File: src/mfat_pkg.sv
// ----------------------------------------------------------------------------
// mfat_pkg
// Shared types and constants of the motor feedback angle tracker: register
// map, angle constants and the configuration bundle.
// ----------------------------------------------------------------------------
package mfat_pkg;

    localparam int SLOT_COUNT = 4;
    localparam int ID_W       = 11;
    localparam int ANGLE_W    = 13;
    localparam int SPEED_W    = 16;
    localparam int SUM_W      = 32;
    localparam int MASK_W     = 9;
    localparam int SLOT_W     = 2;
    localparam int DELTA_W    = ANGLE_W + 2;
    localparam int ADDR_W     = 5;
    localparam int DATA_W     = 32;

    localparam logic [ID_W-1:0]    BASE_ID      = 11'h201;
    localparam logic [ID_W-1:0]    LAST_ID      = 11'h209;
    localparam logic [DELTA_W-1:0] TURN_COUNTS  = 15'd8192;
    localparam logic [DELTA_W-1:0] HALF_TURN    = 15'd4096;
    localparam logic [SPEED_W-1:0] SPEED_LOW_RST = 16'd9000;

    localparam logic [ADDR_W-1:0] ADDR_SLOT_ID_0   = 5'd0;
    localparam logic [ADDR_W-1:0] ADDR_SLOT_ID_1   = 5'd4;
    localparam logic [ADDR_W-1:0] ADDR_SLOT_ID_2   = 5'd8;
    localparam logic [ADDR_W-1:0] ADDR_SLOT_ID_3   = 5'd12;
    localparam logic [ADDR_W-1:0] ADDR_ACC_MASK    = 5'd16;
    localparam logic [ADDR_W-1:0] ADDR_MON_SLOT    = 5'd20;

    typedef struct packed {
        logic [SLOT_COUNT-1:0][ID_W-1:0] slot_id;
        logic [MASK_W-1:0]               accumulate_mask;
        logic [SLOT_W-1:0]               monitored_slot;
    } cfg_t;

endpackage

File: src/mfat_if.sv
// ----------------------------------------------------------------------------
// mfat_in_if / mfat_out_if
// Valid/ready channels carrying feedback frames in and tracker results out.
// ----------------------------------------------------------------------------
interface mfat_in_if;
    logic                                 valid;
    logic                                 ready;
    logic [mfat_pkg::ID_W-1:0]            frame_id;
    logic [mfat_pkg::ANGLE_W-1:0]         rotor_angle;
    logic signed [mfat_pkg::SPEED_W-1:0]  speed_rpm;

    modport source (output valid, frame_id, rotor_angle, speed_rpm, input ready);
    modport sink   (input valid, frame_id, rotor_angle, speed_rpm, output ready);
endinterface

interface mfat_out_if;
    logic                                 valid;
    logic                                 ready;
    logic                                 matched;
    logic [mfat_pkg::SLOT_W-1:0]          slot;
    logic                                 first_frame;
    logic signed [mfat_pkg::SUM_W-1:0]    angle_sum;
    logic signed [mfat_pkg::SPEED_W-1:0]  speed_low;
    logic signed [mfat_pkg::SPEED_W-1:0]  speed_high;

    modport source (output valid, matched, slot, first_frame, angle_sum,
                    speed_low, speed_high, input ready);
    modport sink   (input valid, matched, slot, first_frame, angle_sum,
                    speed_low, speed_high, output ready);
endinterface

File: src/mfat_cfg.sv
// ----------------------------------------------------------------------------
// mfat_cfg
// APB register bank: slot identifiers, accumulate mask and monitored slot.
// ----------------------------------------------------------------------------
module mfat_cfg
(
    input  logic                          clk,
    input  logic                          rst_n,
    input  logic                          psel,
    input  logic                          penable,
    input  logic                          pwrite,
    input  logic [mfat_pkg::ADDR_W-1:0]   paddr,
    input  logic [mfat_pkg::DATA_W-1:0]   pwdata,
    output logic [mfat_pkg::DATA_W-1:0]   prdata,
    output logic                          pready,
    output mfat_pkg::cfg_t                cfg
);

    mfat_pkg::cfg_t cfg_reg;
    logic           wr_en;

    assign pready = 1'b1;
    assign wr_en  = psel && penable && pwrite;
    assign cfg    = cfg_reg;

    always_ff @(posedge clk or negedge rst_n)
    begin
        if (!rst_n)
        begin
            cfg_reg.slot_id[0]      <= 11'd513;
            cfg_reg.slot_id[1]      <= 11'd514;
            cfg_reg.slot_id[2]      <= 11'd515;
            cfg_reg.slot_id[3]      <= 11'd516;
            cfg_reg.accumulate_mask <= '0;
            cfg_reg.monitored_slot  <= 2'd3;
        end
        else if (wr_en)
        begin
            unique case (paddr)
                mfat_pkg::ADDR_SLOT_ID_0: cfg_reg.slot_id[0] <= pwdata[mfat_pkg::ID_W-1:0];
                mfat_pkg::ADDR_SLOT_ID_1: cfg_reg.slot_id[1] <= pwdata[mfat_pkg::ID_W-1:0];
                mfat_pkg::ADDR_SLOT_ID_2: cfg_reg.slot_id[2] <= pwdata[mfat_pkg::ID_W-1:0];
                mfat_pkg::ADDR_SLOT_ID_3: cfg_reg.slot_id[3] <= pwdata[mfat_pkg::ID_W-1:0];
                mfat_pkg::ADDR_ACC_MASK:
                    cfg_reg.accumulate_mask <= pwdata[mfat_pkg::MASK_W-1:0];
                mfat_pkg::ADDR_MON_SLOT:
                    cfg_reg.monitored_slot <= pwdata[mfat_pkg::SLOT_W-1:0];
                default: ;
            endcase
        end
    end

    always_comb
    begin
        unique case (paddr)
            mfat_pkg::ADDR_SLOT_ID_0: prdata = 32'(cfg_reg.slot_id[0]);
            mfat_pkg::ADDR_SLOT_ID_1: prdata = 32'(cfg_reg.slot_id[1]);
            mfat_pkg::ADDR_SLOT_ID_2: prdata = 32'(cfg_reg.slot_id[2]);
            mfat_pkg::ADDR_SLOT_ID_3: prdata = 32'(cfg_reg.slot_id[3]);
            mfat_pkg::ADDR_ACC_MASK:  prdata = 32'(cfg_reg.accumulate_mask);
            mfat_pkg::ADDR_MON_SLOT:  prdata = 32'(cfg_reg.monitored_slot);
            default:                  prdata = '0;
        endcase
    end

endmodule

File: src/mfat_core.sv
// ----------------------------------------------------------------------------
// mfat_core
// Input register, slot match, angle unwrap and speed trackers, result register.
// ----------------------------------------------------------------------------
module mfat_core
#(
    parameter int MOTORS = 4
)
(
    input  logic              clk,
    input  logic              rst_n,
    input  mfat_pkg::cfg_t    cfg,
    mfat_in_if.sink           in_chan,
    mfat_out_if.source        out_chan
);

    // input register
    logic                                s1_valid_reg;
    logic [mfat_pkg::ID_W-1:0]           s1_id_reg;
    logic [mfat_pkg::ANGLE_W-1:0]        s1_angle_reg;
    logic signed [mfat_pkg::SPEED_W-1:0] s1_speed_reg;

    // per-slot state
    logic [mfat_pkg::ANGLE_W-1:0]        prev_angle_reg [mfat_pkg::SLOT_COUNT];
    logic [mfat_pkg::SUM_W-1:0]          total_reg      [mfat_pkg::SLOT_COUNT];
    logic [mfat_pkg::SLOT_COUNT-1:0]     seen_reg;
    logic signed [mfat_pkg::SPEED_W-1:0] slot_speed_reg [mfat_pkg::SLOT_COUNT];
    logic signed [mfat_pkg::SPEED_W-1:0] lowest_reg;
    logic signed [mfat_pkg::SPEED_W-1:0] highest_reg;

    // result register
    logic                                out_valid_reg;
    logic                                out_matched_reg;
    logic [mfat_pkg::SLOT_W-1:0]         out_slot_reg;
    logic                                out_first_reg;
    logic [mfat_pkg::SUM_W-1:0]          out_sum_reg;

    logic                                advance;
    logic                                hit;
    logic [mfat_pkg::SLOT_W-1:0]         hit_slot;
    logic                                acc_en;
    logic [mfat_pkg::ID_W-1:0]           id_rel;
    logic signed [mfat_pkg::DELTA_W-1:0] delta_raw;
    logic signed [mfat_pkg::DELTA_W-1:0] delta;
    logic [mfat_pkg::SUM_W-1:0]          delta_ext;
    logic [mfat_pkg::SUM_W-1:0]          total_next;
    logic [mfat_pkg::ANGLE_W-1:0]        prev_angle_next;
    logic                                first_next;
    logic signed [mfat_pkg::SPEED_W-1:0] mon_speed;
    logic signed [mfat_pkg::SPEED_W-1:0] lowest_next;
    logic signed [mfat_pkg::SPEED_W-1:0] highest_next;

    assign advance       = !out_valid_reg || out_chan.ready;
    assign in_chan.ready = !s1_valid_reg || advance;

    always_ff @(posedge clk or negedge rst_n)
    begin
        if (!rst_n)
            s1_valid_reg <= 1'b0;
        else if (in_chan.ready)
            s1_valid_reg <= in_chan.valid;
    end

    always_ff @(posedge clk)
    begin
        if (in_chan.ready && in_chan.valid)
        begin
            s1_id_reg    <= in_chan.frame_id;
            s1_angle_reg <= in_chan.rotor_angle;
            s1_speed_reg <= in_chan.speed_rpm;
        end
    end

    // lowest-numbered matching slot wins
    always_comb
    begin
        hit      = 1'b0;
        hit_slot = '0;
        for (int i = MOTORS - 1; i >= 0; i--)
        begin
            if (cfg.slot_id[i] == s1_id_reg)
            begin
                hit      = 1'b1;
                hit_slot = mfat_pkg::SLOT_W'(i);
            end
        end
    end

    assign id_rel = s1_id_reg - mfat_pkg::BASE_ID;
    assign acc_en = (s1_id_reg >= mfat_pkg::BASE_ID) && (s1_id_reg <= mfat_pkg::LAST_ID)
                    && cfg.accumulate_mask[id_rel[3:0]];

    assign delta_raw = $signed({2'b00, s1_angle_reg})
                     - $signed({2'b00, prev_angle_reg[hit_slot]});

    always_comb
    begin
        priority if (delta_raw > $signed(mfat_pkg::HALF_TURN))
            delta = delta_raw - $signed(mfat_pkg::TURN_COUNTS);
        else if (delta_raw < -$signed(mfat_pkg::HALF_TURN))
            delta = delta_raw + $signed(mfat_pkg::TURN_COUNTS);
        else
            delta = delta_raw;
    end

    assign delta_ext = {{(mfat_pkg::SUM_W - mfat_pkg::DELTA_W){delta[mfat_pkg::DELTA_W-1]}},
                        delta};

    always_comb
    begin
        first_next      = 1'b0;
        total_next      = total_reg[hit_slot];
        prev_angle_next = prev_angle_reg[hit_slot];
        if (!seen_reg[hit_slot])
        begin
            first_next      = 1'b1;
            prev_angle_next = s1_angle_reg;
        end
        else if (acc_en)
        begin
            total_next      = total_reg[hit_slot] + delta_ext;
            prev_angle_next = s1_angle_reg;
        end
    end

    assign mon_speed    = (hit && hit_slot == cfg.monitored_slot)
                        ? s1_speed_reg : slot_speed_reg[cfg.monitored_slot];
    assign lowest_next  = (mon_speed < lowest_reg)  ? mon_speed : lowest_reg;
    assign highest_next = (mon_speed > highest_reg) ? mon_speed : highest_reg;

    always_ff @(posedge clk or negedge rst_n)
    begin
        if (!rst_n)
        begin
            for (int i = 0; i < mfat_pkg::SLOT_COUNT; i++)
            begin
                prev_angle_reg[i] <= '0;
                total_reg[i]      <= '0;
                slot_speed_reg[i] <= '0;
            end
            seen_reg    <= '0;
            lowest_reg  <= mfat_pkg::SPEED_LOW_RST;
            highest_reg <= '0;
        end
        else if (advance && s1_valid_reg)
        begin
            if (hit)
            begin
                prev_angle_reg[hit_slot] <= prev_angle_next;
                total_reg[hit_slot]      <= total_next;
                slot_speed_reg[hit_slot] <= s1_speed_reg;
                seen_reg[hit_slot]       <= 1'b1;
            end
            lowest_reg  <= lowest_next;
            highest_reg <= highest_next;
        end
    end

    always_ff @(posedge clk or negedge rst_n)
    begin
        if (!rst_n)
            out_valid_reg <= 1'b0;
        else if (advance)
            out_valid_reg <= s1_valid_reg;
    end

    always_ff @(posedge clk)
    begin
        if (advance && s1_valid_reg)
        begin
            out_matched_reg <= hit;
            out_slot_reg    <= hit ? hit_slot : '0;
            out_first_reg   <= hit && first_next;
            out_sum_reg     <= hit ? total_next : '0;
        end
    end

    assign out_chan.valid       = out_valid_reg;
    assign out_chan.matched     = out_matched_reg;
    assign out_chan.slot        = out_slot_reg;
    assign out_chan.first_frame = out_first_reg;
    assign out_chan.angle_sum   = out_sum_reg;
    assign out_chan.speed_low   = lowest_reg;
    assign out_chan.speed_high  = highest_reg;

    a_unmatched_zero: assert property (@(posedge clk) disable iff (!rst_n)
        (out_valid_reg && !out_matched_reg) |-> (out_slot_reg == '0 && out_sum_reg == '0
                                                 && !out_first_reg))
        else $error("unmatched result carries slot data");

    a_min_le_max: assert property (@(posedge clk) disable iff (!rst_n)
        out_valid_reg |-> (lowest_reg <= highest_reg))
        else $error("speed minimum above maximum");

    a_first_sets_seen: assert property (@(posedge clk) disable iff (!rst_n)
        (advance && s1_valid_reg && hit && first_next) |=> seen_reg[$past(hit_slot)])
        else $error("first frame did not mark slot as seen");

    a_stall_holds: assert property (@(posedge clk) disable iff (!rst_n)
        (out_valid_reg && !out_chan.ready) |=> $stable(out_sum_reg) && out_valid_reg)
        else $error("result lost under stall");

endmodule

File: src/motor_feedback_angle_tracker_unit.sv
// ----------------------------------------------------------------------------
// motor_feedback_angle_tracker_unit
// Matches feedback frames to motor slots, unwraps rotor angle into a
// multi-turn sum and tracks speed extremes of one monitored slot.
// ----------------------------------------------------------------------------
// An accepted request passes the input register, then the result register.
// Throughput: one request per cycle while the result channel is not stalled;
// the slot state loop (match, wrapped delta, 32-bit add) closes without a pipeline register.
// Reset: asynchronous, clears slot state, speed trackers to 9000 / 0,
// registers to their defaults.
module motor_feedback_angle_tracker_unit
#(
    parameter int MOTORS = 4
)
(
    input  logic                          clk,
    input  logic                          rst_n,
    mfat_in_if.sink                       in_chan,
    mfat_out_if.source                    out_chan,
    input  logic                          psel,
    input  logic                          penable,
    input  logic                          pwrite,
    input  logic [mfat_pkg::ADDR_W-1:0]   paddr,
    input  logic [mfat_pkg::DATA_W-1:0]   pwdata,
    output logic [mfat_pkg::DATA_W-1:0]   prdata,
    output logic                          pready
);

    mfat_pkg::cfg_t cfg;

    mfat_cfg u_cfg
    (
        .clk     (clk),
        .rst_n   (rst_n),
        .psel    (psel),
        .penable (penable),
        .pwrite  (pwrite),
        .paddr   (paddr),
        .pwdata  (pwdata),
        .prdata  (prdata),
        .pready  (pready),
        .cfg     (cfg)
    );

    mfat_core #(
        .MOTORS (MOTORS)
    ) u_core
    (
        .clk      (clk),
        .rst_n    (rst_n),
        .cfg      (cfg),
        .in_chan  (in_chan),
        .out_chan (out_chan)
    );

endmodule

File: src/flat_wrapper.sv
// flat-port wrapper written by rule: the top's interface ports become plain ports
module motor_feedback_angle_tracker_unit_flat 
#(
    parameter int MOTORS = 4
)
  (clk, rst_n, psel, penable, pwrite, paddr, pwdata, prdata, pready, in_chan_valid, in_chan_frame_id, in_chan_rotor_angle, in_chan_speed_rpm, in_chan_ready, out_chan_valid, out_chan_matched, out_chan_slot, out_chan_first_frame, out_chan_angle_sum, out_chan_speed_low, out_chan_speed_high, out_chan_ready);
  mfat_in_if in_chan_i ();
  mfat_out_if out_chan_i ();
  input  logic clk;
  input  logic rst_n;
  input  logic psel;
  input  logic penable;
  input  logic pwrite;
  input  logic [mfat_pkg::ADDR_W-1:0] paddr;
  input  logic [mfat_pkg::DATA_W-1:0] pwdata;
  output logic [mfat_pkg::DATA_W-1:0] prdata;
  output logic pready;
  input wire logic [$bits(in_chan_i.valid)-1:0] in_chan_valid;
  input wire logic [$bits(in_chan_i.frame_id)-1:0] in_chan_frame_id;
  input wire logic [$bits(in_chan_i.rotor_angle)-1:0] in_chan_rotor_angle;
  input wire logic [$bits(in_chan_i.speed_rpm)-1:0] in_chan_speed_rpm;
  output wire logic [$bits(in_chan_i.ready)-1:0] in_chan_ready;
  output wire logic [$bits(out_chan_i.valid)-1:0] out_chan_valid;
  output wire logic [$bits(out_chan_i.matched)-1:0] out_chan_matched;
  output wire logic [$bits(out_chan_i.slot)-1:0] out_chan_slot;
  output wire logic [$bits(out_chan_i.first_frame)-1:0] out_chan_first_frame;
  output wire logic [$bits(out_chan_i.angle_sum)-1:0] out_chan_angle_sum;
  output wire logic [$bits(out_chan_i.speed_low)-1:0] out_chan_speed_low;
  output wire logic [$bits(out_chan_i.speed_high)-1:0] out_chan_speed_high;
  input wire logic [$bits(out_chan_i.ready)-1:0] out_chan_ready;
  assign in_chan_i.valid = in_chan_valid;
  assign in_chan_i.frame_id = in_chan_frame_id;
  assign in_chan_i.rotor_angle = in_chan_rotor_angle;
  assign in_chan_i.speed_rpm = in_chan_speed_rpm;
  assign in_chan_ready = in_chan_i.ready;
  assign out_chan_valid = out_chan_i.valid;
  assign out_chan_matched = out_chan_i.matched;
  assign out_chan_slot = out_chan_i.slot;
  assign out_chan_first_frame = out_chan_i.first_frame;
  assign out_chan_angle_sum = out_chan_i.angle_sum;
  assign out_chan_speed_low = out_chan_i.speed_low;
  assign out_chan_speed_high = out_chan_i.speed_high;
  assign out_chan_i.ready = out_chan_ready;
  motor_feedback_angle_tracker_unit #(.MOTORS(MOTORS)) u_core (.clk(clk), .rst_n(rst_n), .in_chan(in_chan_i), .out_chan(out_chan_i), .psel(psel), .penable(penable), .pwrite(pwrite), .paddr(paddr), .pwdata(pwdata), .prdata(prdata), .pready(pready));
endmodule
File: config.mk
export PLATFORM = sky130hd
export DESIGN_NAME = motor_feedback_angle_tracker_unit_flat
export DESIGN_NICKNAME = d
export VERILOG_FILES = /design/src/mfat_pkg.sv /design/src/mfat_if.sv /design/src/mfat_cfg.sv /design/src/mfat_core.sv /design/src/motor_feedback_angle_tracker_unit.sv /design/src/flat_wrapper.sv
export SDC_FILE = /design/constraint.sdc
export NUM_CORES = 1
export LEC_CHECK = 0
export ABC_AREA = 1
export BUFFER_PORTS_ARGS = -buffer_cell sky130_fd_sc_hd__buf_4
export CAP_MARGIN = 20
export CELL_PAD_IN_SITES_DETAIL_PLACEMENT = 2
export CELL_PAD_IN_SITES_GLOBAL_PLACEMENT = 2
export CORE_MARGIN = 2
export CORE_UTILIZATION = 37
export CTS_CLUSTER_SIZE = 14
export DETAILED_ROUTE_END_ITERATION = 10
export MAX_ROUTING_LAYER = met4
export PLACE_DENSITY_LB_ADDON = 0.1
export SLEW_MARGIN = 20
export SYNTH_ARGS = -nofsm -noshare
export SYNTH_HDL_FRONTEND = slang
export SYNTH_HIERARCHICAL = 1
export SYNTH_SLANG_ARGS = --single-unit
File: constraint.sdc
create_clock -name clk -period 9.2 [get_ports clk]
set_input_delay 1.84 -clock clk [delete_from_list [all_inputs] [get_ports clk]]
set_output_delay 1.84 -clock clk [all_outputs]
set_load 0.1 [all_outputs]
# After elaboration in Yosys (flattened, before gate mapping)
# Index checks and enable logic that the tools add are counted.
word_totals:
  input_bits: 84
  ff_bits: 413
  output_inout_bits: 103
op_classes:
  mux: 41
  n_eq_ne: 10
  bitwise: 3
  n_lt_le_gt_ge: 12
  add_sub_neg: 5
  reduce_logical: 24
op_table:
  columns: ["operator", "count"]
  rows:
  - ["two-way mux 32 bit", 5]
  - ["bitwise mux 128 bit", 1]
  - ["case mux 11 bit (6 select lines)", 1]
  - ["two-way mux 13 bit", 5]
  - ["binary-select mux 32 bit (select 2 bit)", 1]
  - ["bitwise mux 64 bit", 1]
  - ["demux 32 bit (select 2 bit)", 1]
  - ["two-way mux 16 bit", 4]
  - ["bitwise mux 52 bit", 1]
  - ["equality test 11 bit", 4]
  - ["adder 32 bit", 1]
  - ["binary-select mux 16 bit (select 2 bit)", 1]
  - ["demux 16 bit (select 2 bit)", 1]
  - ["two-way mux 15 bit", 2]
  - ["binary-select mux 13 bit (select 2 bit)", 1]
  - ["demux 13 bit (select 2 bit)", 1]
  - ["AND reduction 2 bit", 9]
  - ["greater-than comparator 16 bit", 1]
  - ["< comparator 16 bit", 1]
  - ["adder 14 x 15 -> 15 bit, second input constant", 1]
  - ["subtractor 14 x 15 -> 15 bit, second input constant", 1]
  - ["greater-than comparator 14 bit, second input constant", 1]
  - ["< comparator 14 x 13 -> 1 bit, second input constant", 1]
  - ["subtractor 13 x 13 -> 14 bit", 1]
  - ["23 further kinds", 48]

# Depth between registers and ports, before layout
depth:
  depth_word: 17
  ltp_mapped: 53

# Cells and area by module
# Netlist, hierarchy kept.
by_module_without_submodules:
  columns: ["mod", "n_inst", "area_per_inst_um2", "cells_each"]
  rows:
  - ["mfat_core", 1, 19183.4, 2251]
  - ["mfat_cfg", 1, 2999.1, 392]

# Least setup slack after synthesis
# Ideal clock, no wire load.
synth_timing:
  path_type: "reg-to-reg"
  startpoint: "reg u_core/u_core/s1_id_reg[5] (netlist bit)"
  endpoint: "reg u_core.u_core.out_sum_reg, in the netlist u_core/u_core/out_chan.angle_sum[23] (data pin)"
  path_stages_with_launch: 44
  period_less_slack_ps: 6383
  t_required_ps: 8945
  arrival_ps: 6128
  path_slack_ps: 2817
  path_cell_list: "edfxtp_1 > buf_2 > xor2_1 > nor3_2 > nand3_2 > buf_2 > nand2_1 > inv_1 > nand2_1 > inv_1 > nor2_1 > clkbuf_1 > clkbuf_1 > inv_1 > nor2_1 > nor3_1 > ha_1 > fa_1 > [8 not listed] > o21ai_0 > nand3_1 > nand2_1 > nand3_1 > nand2_1 > inv_1 > o21ai_0 > inv_1 > o21ai_0 > nand2_1 > nand3_1 > nand2_2 > o21ai_1 > a21oi_1 > xnor2_1 > nand2_1 > o21ai_1 > and2_1"
synth_between:
  elab_chain_len: 16
  elab_cells_between_ends: 35
synth_lines:
  columns: ["element", "line_no", "source"]
  rows:
  - ["from (decl)", "mfat_core.sv:19", "logic [mfat_pkg::ID_W-1:0] s1_id_reg;"]
  - ["from (signal assigned)", "mfat_core.sv:68", "s1_id_reg <= in_chan.frame_id;"]
  - ["equality test 11 bit", "mfat_core.sv:81", "if (cfg.slot_id[i] == s1_id_reg)"]
  - ["two-way mux 2 bit (4 in series)", "mfat_core.sv:81", null]
  - ["NOT 2 -> 3 bit (implied by the code)", "mfat_core.sv:94, mfat_core.sv:112, mfat_core.sv:121", null]
  - ["binary-select mux 13 bit (select 2 bit)", "mfat_core.sv:94", "- $signed({2'b00, prev_angle_reg[hit_slot]});"]
  - ["two-way mux 13 bit (implied by the code) (2 in series)", "mfat_core.sv:94", null]
  - ["subtractor 13 x 13 -> 14 bit", "mfat_core.sv:94", null]
  - ["adder 14 x 15 -> 15 bit / < comparator 14 x 13 -> 1 bit (equally long branches)", "mfat_core.sv:101, mfat_core.sv:100", null]
  - ["two-way mux 15 bit", "mfat_core.sv:100", "else if (delta_raw < -$signed(mfat_pkg::HALF_TURN))"]
  - ["two-way mux 15 bit", "mfat_core.sv:98", "priority if (delta_raw > $signed(mfat_pkg::HALF_TURN))"]
  - ["adder 32 bit", "mfat_core.sv:121", "total_next = total_reg[hit_slot] + delta_ext;"]
  - ["two-way mux 32 bit", "mfat_core.sv:119", "else if (acc_en)"]
  - ["two-way mux 32 bit", "mfat_core.sv:114", "if (!seen_reg[hit_slot])"]
  - ["to (signal assigned)", "mfat_core.sv:174", "out_sum_reg <= hit ? total_next : '0;"]
  - ["to (decl)", "mfat_core.sv:36", "logic [mfat_pkg::SUM_W-1:0] out_sum_reg;"]
# Several ways; a longest one is shown, not always the timed one. The select of a mux whose other input is x is not followed.
# A chain may end at the register's enable or synchronous reset.

# Final worst setup path
layout_timing:
  startpoint: "reg u_core/u_core/s1_id_reg[0] (netlist bit)"
  endpoint: "reg u_core.u_core.out_sum_reg, in the netlist u_core/u_core/out_chan.angle_sum[23] (data pin)"
# Same word-level chain as after synthesis.

==> impl_metrics.py <==
metrics = {
    "status": {
        "status": "finished, final reports clean",
    },
    "min_path": {
        "min_path_cells": 2,
        "hold_path_end": "u_core/u_core/seen_reg[1]$_DFFE_PN0P_",
        "min_from": "u_core/u_core/seen_reg[1]$_DFFE_PN0P_",
        "hold_class": "flip-flop to flip-flop",
    },
    "sta": {
        "timing.final.crit_share_pct": 87.6,
        "finalHoldViolations": 0,
        "tns_ns": 0,
        "final.min_clock_period_ns": 8.06,
        "slew_violations": 0,
        "setup_viol": 0,
        "grt_setup_unrepaired": "false",
        "fin_skew_ns": 0.0144,
        "relSlewSlack_pct": 29.8,
        "fin_ws_ns": 1.14,
        "timing.fmax_ghz": 0.124,
        "worstMarginPinSlew_ns": 1.05,
    },
    "route": {
        "drc": 0,
        "drtAntennaViolNets": 0,
        "routed_wl_um": 74300,
        "dr.pass1.iters": 5,
        "routedWlPerCell_um": 20.9,
        "drt_iter0_drc": 843,
        "vias": 19000,
        "via_per_inst": 5.34,
    },
    "floorplanning": {
        "die_h_um": 249,
        "start_util_pct": 37.5,
        "die_w_um": 249,
        "die_area_um2": 61900,
        "rows": 89,
        "core_area_um2": 59100,
        "ios": 187,
    },
    "layout": {
        "seqCellArea_um2": 10700,
        "instances_no_fill": 3553,
        "multi_input_area_um2": 9810,
        "finalInstanceArea_um2": 25400,
        "drive_gt1_share_pct": 13.7,
        "num_antenna_cells": 0,
        "largest_reg_flops": 128,
        "fin_nets": 2894,
        "layout_common_cells": "nand2_1 (742), o21ai_0 (327), dfrtp_1 (321)",
        "syn2layout_area_growth_pct": 14.6,
        "num-fill-cells": 6601,
        "final_common_cell": "nand2_1",
    },
    "global_routing": {
        "grt_antenna_before_repair": 0,
        "grt.total_usage_pct": 24.9,
        "grt_pass1_vias": 21200,
        "grt_max_degree": 139,
        "grt_pass1_wl_um": 120000,
        "overflow": 0,
    },
    "synth": {
        "synth_area_um2": 22200,
        "synth_ff_type": "dfrtp_1",
        "avgSynthCellArea_um2": 8.39,
        "synth-async-reset-ratio_pct": 81.6,
        "synth_edf_count": 76,
        "ys_ff_latch": 413,
        "seq_area_frac_synth_pct": 48.4,
        "synth_cell_type_count": 61,
        "syn-instance-count": 2643,
        "ys_warn_count": 6,
    },
    "setup_path": {
        "regToRegSetupSlack_ns": 1.14,
        "r2r_start": "u_core/u_core/s1_id_reg[0]$_DFFE_PP_",
        "crit_fanout": 12,
        "critPathSlowestCell": "edfxtp_1",
        "slowest_delay_ns": 0.65,
        "worst-r2r-cell-count": 38,
        "critPathCaptureType": "flip-flop",
        "rr_endpoint": "u_core/u_core/out_chan.angle_sum[23]$_SDFFCE_PN0P_",
        "worstPathRequired_ns": 9.66,
        "arrival_ns": 8.52,
        "crit_type": "flip-flop to flip-flop",
        "startpoint_type": "flip-flop",
    },
    "run": {
        "cap_violations": 0,
    },
    "power_and_ir_drop": {
        "pwr-share-seq_pct": 39.3,
        "p_comb_share_pct": 24.3,
        "leakage_nw": 12.1,
        "p_int_mw": 3.40,
        "power.switching_mw": 1.89,
        "swShare_pct": 35.8,
        "ir_worst_vdd_v": 0.000190,
        "power_density_nw_per_um2": 208,
        "total_power_mw": 5.28,
        "p_clk_share_pct": 36.5,
    },
    "clocking": {
        "cts_root_buf": "clkbuf_16",
        "hold_buffers": 0,
        "worstSkewPairLatency_ns": 0.61,
        "cts.repair.resized": 0,
        "path_clk_slew_ns": 0.06,
        "clock_sinks": 413,
        "post_cts_buffers": 0,
        "cts_buffers": 49,
        "clock_path_buffers": 3,
        "cts_tree": "built",
        "h-tree-depth": 2,
    },
    "place": {
        "dpl_cell_area_um2": 23800,
        "post-place-ws_ns": 1.15,
        "dp_cells": 3459,
        "port_buffers": 143,
        "dp_hpwl_um": 51400,
        "place.gp.congestion": 0.884,
    },
}
## cells by family (layout without fill, tap and decap cells)
group	count (synthesis)	count (layout)	share of synthesized area (%)
AOI/OAI and AO/OA	581	581	15.4
and+or+nand+nor	1104	1104	21.8
adders and majority gates	71	71	4.07
buffers and inverters	410	527	7.83
DFF	413	413	48.4
xor gates and xnor gates	62	62	2.45
other	2	22	0.0339
## power by group through the flow
| stage | sequential [mW] | combinational, mW | clock (mW) |
|---|---|---|---|
| floorplan | 2.52 | 0.512 | 0 |
| global placement | 2.11 | 1.24 | 0 |
| detailed placement | 2.11 | 1.28 | 0 |
| CTS | 2.08 | 1.30 | 1.98 |
| global route | 2.09 | 1.38 | 2.05 |
| finish | 2.07 | 1.28 | 1.93 |
## synthesized netlist by cell type, types with 3 or more instances
cell type  number  area share [%]
nand2_1       744              13
o21ai_0       327             7.4
dfrtp_1       321              36
inv_1         247             4.2
nor2_1        115             1.9
nand3_1       112             2.5
clkbuf_1       90             1.5
edfxtp_1       76              10
a21oi_1        73             1.6
ha_1           69             3.9
a221oi_1       41             1.6
o21ai_1        40            0.90
a22o_1         36             1.4
nand4_1        32            0.90
xor2_1         32             1.3
nand2_2        31            0.87
xnor2_1        30             1.2
buf_4          25            0.85
buf_2          18            0.41
dfstp_2        16             1.9
nand3_2        16            0.72
a32o_1         15            0.68
o21ai_2        13            0.51
inv_2          12            0.20
buf_6           8            0.41
nand2_4         8            0.41
nor2_4          8            0.41
nor3_2          8            0.36
o22ai_1         8            0.23
nor2_2          7            0.20
nor3_1          7            0.16
clkinv_1        5           0.085
a21o_1          4            0.14
nand3_4         4            0.32
nand3b_1        4            0.14
o21bai_1        4            0.14
a21oi_2         3            0.12
a31oi_1         3           0.085
nor4_1          3           0.085
o221ai_1        3            0.12
## per-stage QoR
step	util, %	hold slack (ns)
after detailed placement	40.2	0.454
after floorplan	-	0.422
after global routing	43.0	0.481
final	43.0	0.469
after CTS	42.9	0.468
after global placement	40.2	0.433
## metal layers
metal / up-vias / global-route usage (%) / part of all wire, % / wire (um)
li1: 8925 / - / - / -
met1: 9724 / 31.1 / 45 / 33100
met2: 206 / 43.3 / 51 / 37700
met3: 110 / 2.57 / 2.3 / 1720
met4: 0 / 6.30 / 2.4 / 1800
met5: - / - / 0 / 0
## worst max path at each step
stage                                    startpoint                                                  to  slack [ns]  depth (start not counted)
6_report       u_core/u_core/s1_id_reg[0]$_DFFE_PP_  u_core/u_core/out_chan.angle_sum[23]$_SDFFCE_PN0P_        1.14                         38
5_1_grt        u_core/u_core/s1_id_reg[0]$_DFFE_PP_  u_core/u_core/out_chan.angle_sum[23]$_SDFFCE_PN0P_        0.42                         38
4_1_cts        u_core/u_core/s1_id_reg[0]$_DFFE_PP_  u_core/u_core/out_chan.angle_sum[23]$_SDFFCE_PN0P_        1.11                         38
3_5_place_dp   u_core/u_core/s1_id_reg[0]$_DFFE_PP_  u_core/u_core/out_chan.angle_sum[23]$_SDFFCE_PN0P_        1.15                         38
3_3_place_gp   u_core/u_core/s1_id_reg[0]$_DFFE_PP_  u_core/u_core/out_chan.angle_sum[23]$_SDFFCE_PN0P_        1.41                         38
2_1_floorplan  u_core/u_core/s1_id_reg[5]$_DFFE_PP_  u_core/u_core/out_chan.angle_sum[23]$_SDFFCE_PN0P_        2.82                         43
## worst max-delay path: cells and delay by family (launching register included)
family | cells | cell delay (ns)
AO/OA/AOI/OAI | 10 | 2.31
XOR/XNOR | 2 | 0.59
buffers and inverters | 9 | 0.93
AND/OR/NAND/NOR | 15 | 2.65
adder cells (fa/ha/maj) | 2 | 0.77
flip-flops | 1 | 0.65
## final cells by class
cell class                      count  share of cell area, %
Tap cell                          773                   3.81
Inverter                          267                   3.99
Sequential cell                   413                   42.2
Multi-Input combinational cell   1840                   38.6
Timing Repair Buffer              168                   5.15
Clock inverter                     16                  0.605
Clock buffer                       76                   5.62
No activity file was read; power rests on OpenSTA's default activity.
